==> config.mk <==
export PLATFORM = sky130hd
export DESIGN_NAME = qrm_div
export DESIGN_NICKNAME = d
export VERILOG_FILES = /design/src/hw/rtl/qrm_pkg.sv /design/src/hw/rtl/qrm_div.sv
export SDC_FILE = /design/constraint.sdc
export NUM_CORES = 2
export LEC_CHECK = 0
export ABC_AREA = 1
export BUFFER_PORTS_ARGS = -buffer_cell sky130_fd_sc_hd__buf_2
export CAP_MARGIN = 20
export CELL_PAD_IN_SITES_DETAIL_PLACEMENT = 2
export CELL_PAD_IN_SITES_GLOBAL_PLACEMENT = 2
export CORE_ASPECT_RATIO = 0.8
export CORE_MARGIN = 5
export CORE_UTILIZATION = 37
export DETAILED_ROUTE_END_ITERATION = 6
export GPL_TIMING_DRIVEN = 0
export PLACE_DENSITY = 0.89
export REMOVE_ABC_BUFFERS = 1
export SLEW_MARGIN = 20
export SYNTH_ARGS = -nofsm -noshare
export SYNTH_HDL_FRONTEND = slang
export SYNTH_SLANG_ARGS = --single-unit
==> constraint.sdc <==
create_clock -name clk -period 3.95 [get_ports clk]
set_clock_uncertainty 0.05 [all_clocks]
set_input_delay 0.79 -clock clk [delete_from_list [all_inputs] [get_ports clk]]
set_output_delay 0.79 -clock clk [all_outputs]
set_load 0.03 [all_outputs]
==> src/hw/rtl/qrm_pkg.sv <==
// Shared constants for the quaternion to rotation matrix pipeline.
package qrm_pkg;
  localparam int FRAC_BITS = 14;
  localparam int CW = 16;
  localparam int PW = 2 * CW;
  localparam int NW = PW + 3;
  localparam int SW = PW + 1;
  localparam int MW = PW + 1;
  localparam int DW = SW + 1;
  localparam int QW = FRAC_BITS + 1;
  localparam int RW = MW + FRAC_BITS + 2;
  localparam int LAT = QW + 5;
  localparam logic signed [CW-1:0] ONE =
    ((1 << FRAC_BITS) > 32767) ? CW'(32767) : CW'(1 << FRAC_BITS);
endpackage

==> src/hw/rtl/qrm_div.sv <==
// One divider lane: rounded magnitude of num * 2^FRAC_BITS / s, one quotient bit per stage.
module qrm_div (
  input  logic                          clk,
  input  logic signed [qrm_pkg::NW-1:0] num,
  input  logic [qrm_pkg::SW-1:0]        s,
  output logic [qrm_pkg::QW-1:0]        quo,
  output logic                          neg
);
  import qrm_pkg::*;

  logic [RW-1:0] rem  [0:QW];
  logic [DW-1:0] den  [0:QW];
  logic [QW-1:0] qacc [0:QW];
  logic          sgn  [0:QW];
  logic [MW-1:0] mag;
  logic signed [NW-1:0] nneg;

  assign nneg = -num;
  assign mag  = num[NW-1] ? MW'(nneg) : MW'(num);

  always_ff @(posedge clk) begin
    rem[0]  <= RW'({mag, {(FRAC_BITS+1){1'b0}}}) + RW'(s);
    den[0]  <= {s, 1'b0};
    qacc[0] <= '0;
    sgn[0]  <= num[NW-1];
  end

  for (genvar i = 0; i < QW; i++) begin : g_stage
    localparam int B = QW - 1 - i;
    logic [RW:0] trial;
    assign trial = {1'b0, rem[i]} - ({1'b0, RW'(den[i])} << B);
    always_ff @(posedge clk) begin
      den[i+1] <= den[i];
      sgn[i+1] <= sgn[i];
      if (!trial[RW]) begin
        rem[i+1]  <= trial[RW-1:0];
        qacc[i+1] <= {qacc[i][QW-2:0], 1'b1};
      end else begin
        rem[i+1]  <= rem[i];
        qacc[i+1] <= {qacc[i][QW-2:0], 1'b0};
      end
    end
  end

  assign quo = qacc[QW];
  assign neg = sgn[QW];
endmodule

==> impl_metrics.ini <==
[yosys]
synth_commonest_cells = nand2_1, inv_1, dfxtp_1, nor2_1, a21oi_1
syn_area_mm2 = 0.0699
syn_area_per_cell_um2 = 7.05
netlist_top_cells_area = dfxtp_1, nand2_1, ha_1
ys_warn_count = 0
synth.most_common_cell = nand2_1
ys_seq_area_share_pct = 35.3
yosys.area.top_type = dfxtp_1
synth_cell_types = 62
synthArstFlopShare_pct = 0
synth.ff_latch_count = 1232
netlist_instances = 9918
synth_flop_cell = dfxtp_1
netlist.area_leader.share_pct = 35.3
synth_edf_count = 0

[drt]
drt_iter0_drc = 4583
drt.antenna.violating_nets = 0
drt_pass1_iterations = 7
totalWireLength_mm = 328
vias = 70400
via_per_inst = 5.55
wl_per_cell_um = 25.9
route.detailed.drc = 4

[sta]
relSlewSlack_pct = 33.1
fmax_ghz = 0.256
setup_slack_ns = 0.0372
setup-tns-final_ns = 0
rsz0062_at_grt = no
finalCritPeriodShare_pct = 99.1
maxSlewViolCount = 0
fin_crit_ns = 3.91
setup_viol_count_final = 0
hold_viol = 0
worst_slew_pin_slew_ns = 1.00

[placed_design]
place.gp.congestion = 0.967
post-place-ws_ns = -0.334
portBuffers = 83
place_area_mm2 = 0.0727
place_inst = 12400
hpwl_mm = 262

[floorplanning]
die_width_um = 496
num_io_pins = 85
start_util_pct = 37.3
die_y_um = 399
rows = 142
die_area_mm2 = 0.198
coreArea_mm2 = 0.188

[worst_hold_path]
min_path_type = in -> reg
hold_end = rem[0][13]$_DFF_P_
min_path_cells = 1
min_from = s[13]

[worst_setup_path]
regToRegStartpoint = rem[1][7]$_DFF_P_
cp.arrival_ns = 4.49
cp_max_fo = 64
cp-start-kind = flop
regToRegEndpoint = rem[1][70]$_DFF_P_
worstRegToRegCells = 12
required_ns = 4.52
cp-end-kind = flop
critPathKind = reg -> reg
rrSetupSlack_ns = 0.04

[global_route]
antenna_found_initial = 31
grt-ovfl-total = 0
grt_util_all_layers_pct = 32.2
grt_pass1_wl_mm = 487
grt_pass1_vias = 77000
grt_max_degree = 73

[pwr]
ir_worst_vdd_uv = 476
power_density_mw_per_mm2 = 957
p_leak_nw = 35.4

[cts]
cts_tree = yes
clk_pin_slew_ns = 0.06
cts_buffer_depth = 3
clk_latency_ns = 0.80
postCtsSetupBuffers = 0
htreeDepth = 4
numCtsBuffers = 136
cts-root-buf = clkbuf_16
clkSinkCount = 1232

[final_layout]
layoutNonFillerInstCount = 12700
areaGrowthSynthToFinish_pct = 10.8
final_nets = 10600
ff_latch_area_mm2 = 0.0247
drive_above_1_share_pct = 6.16
multi_input_area_mm2 = 0.0390
nFillCells = 22300
design_area_mm2 = 0.0775

[job]
drv_cap = 0

[run_status]
failed_checks = DRC
outcome = finished, violations left
[worst max-delay path by stage]
| stage | startpoint | to | slack, ns | cells past startpoint |
|---|---|---|---|---|
| final | rem[1][7]$_DFF_P_ | rem[1][70]$_DFF_P_ | 0.04 | 12 |
| after global routing | rem[1][7]$_DFF_P_ | rem[1][61]$_DFF_P_ | 0.002 | 12 |
| after CTS | den[0][18]$_DFF_P_ | rem[0][80]$_DFF_P_ | 0.06 | 10 |
| after detailed placement | rem[0][207]$_DFF_P_ | rem[0][272]$_DFF_P_ | -0.33 | 12 |
| after global placement | rem[0][207]$_DFF_P_ | rem[0][272]$_DFF_P_ | -0.16 | 12 |
| after floorplan | num[0] | rem[0][44]$_DFF_P_ | 0.73 | 17 |
[metal layers]
layer	part of all wire [%]	global-route usage [%]	routed length, um
met5	0.0076	0	25
met4	4.6	12.7	15100
met3	5.0	3.92	16600
met2	47	55.7	155000
met1	43	40.8	141000
[cell usage in the layout, fill, tap and decap left out, types with 122 or more instances in the layout]
cell	count
clkbuf_16	139
nand3_1	445
xnor2_1	264
a21oi_1	662
xor2_1	124
nand2_1	2407
o21ai_2	122
nor2_1	1088
o21ai_0	505
dfxtp_1	1232
o21ai_1	171
inv_1	1411
ha_1	513
[logic make-up (layout without fill, tap and decap cells)]
kind of cell	Yosys count	after routing	synth area share, %
other cells	0	7	0
flops	1232	1232	35.3
buf+inv	1533	1766	8.95
xor+xnor	388	388	4.86
fa+ha+maj	528	528	9.61
simple gates	4408	4408	26.2
compound gates	1829	1829	15.1
[cell type report]
class / count / share of cell area [%]
inverter: 1430 / 7.00
timing repair buffer: 90 / 0.649
antenna: 7 / 0.0226
sequential: 1232 / 31.8
tap: 2520 / 4.07
clock buffer: 178 / 4.98
clock inverter: 68 / 1.04
multi-input combinational: 7153 / 50.4
[metrics by stage]
stage / util [%] / hold slack [ns] / power [W]
5_1_grt: 41.3 / 0.0136 / 0.0780
3_3_place_gp: 38.7 / 0.260 / 0.0565
4_1_cts: 41.3 / 0.00164 / 0.0735
6_report: 41.3 / 0.0398 / 0.0742
2_1_floorplan: - / 0.260 / 0.0436
3_5_place_dp: 38.7 / 0.263 / 0.0587
[what timing repair did]
item,CTS,global route
gates resized for setup,6,13
setup endpoints to repair,100,66
endpoints found under the hold margin,6,0
hold buffers,6,0
[report_power, final]
part           switching [W]  internal [W]
Combinational         0.0278        0.0126
Clock                0.00591       0.00770
Sequential           0.00378        0.0164
[critical path, stage by stage, from the launching register on]
cell,delay [ns]
dfxtp_1,0.40
inv_1,0.10
ha_1,0.27
fa_1,0.45
o21ai_2,0.40
a21oi_2,0.16
o21ai_2,0.25
nand2_1,0.12
nand2_1,0.14
nand2_1,0.10
nand2_2,0.29
inv_4,0.33
o21ai_1,0.65
[registers in the layout, summed over array words and instances (netlist names)]
| signal | flops |
|---|---|
| rem | 735 |
| den | 361 |
| qacc | 120 |
| sgn | 16 |
No activity file was read; power rests on OpenSTA's default activity.
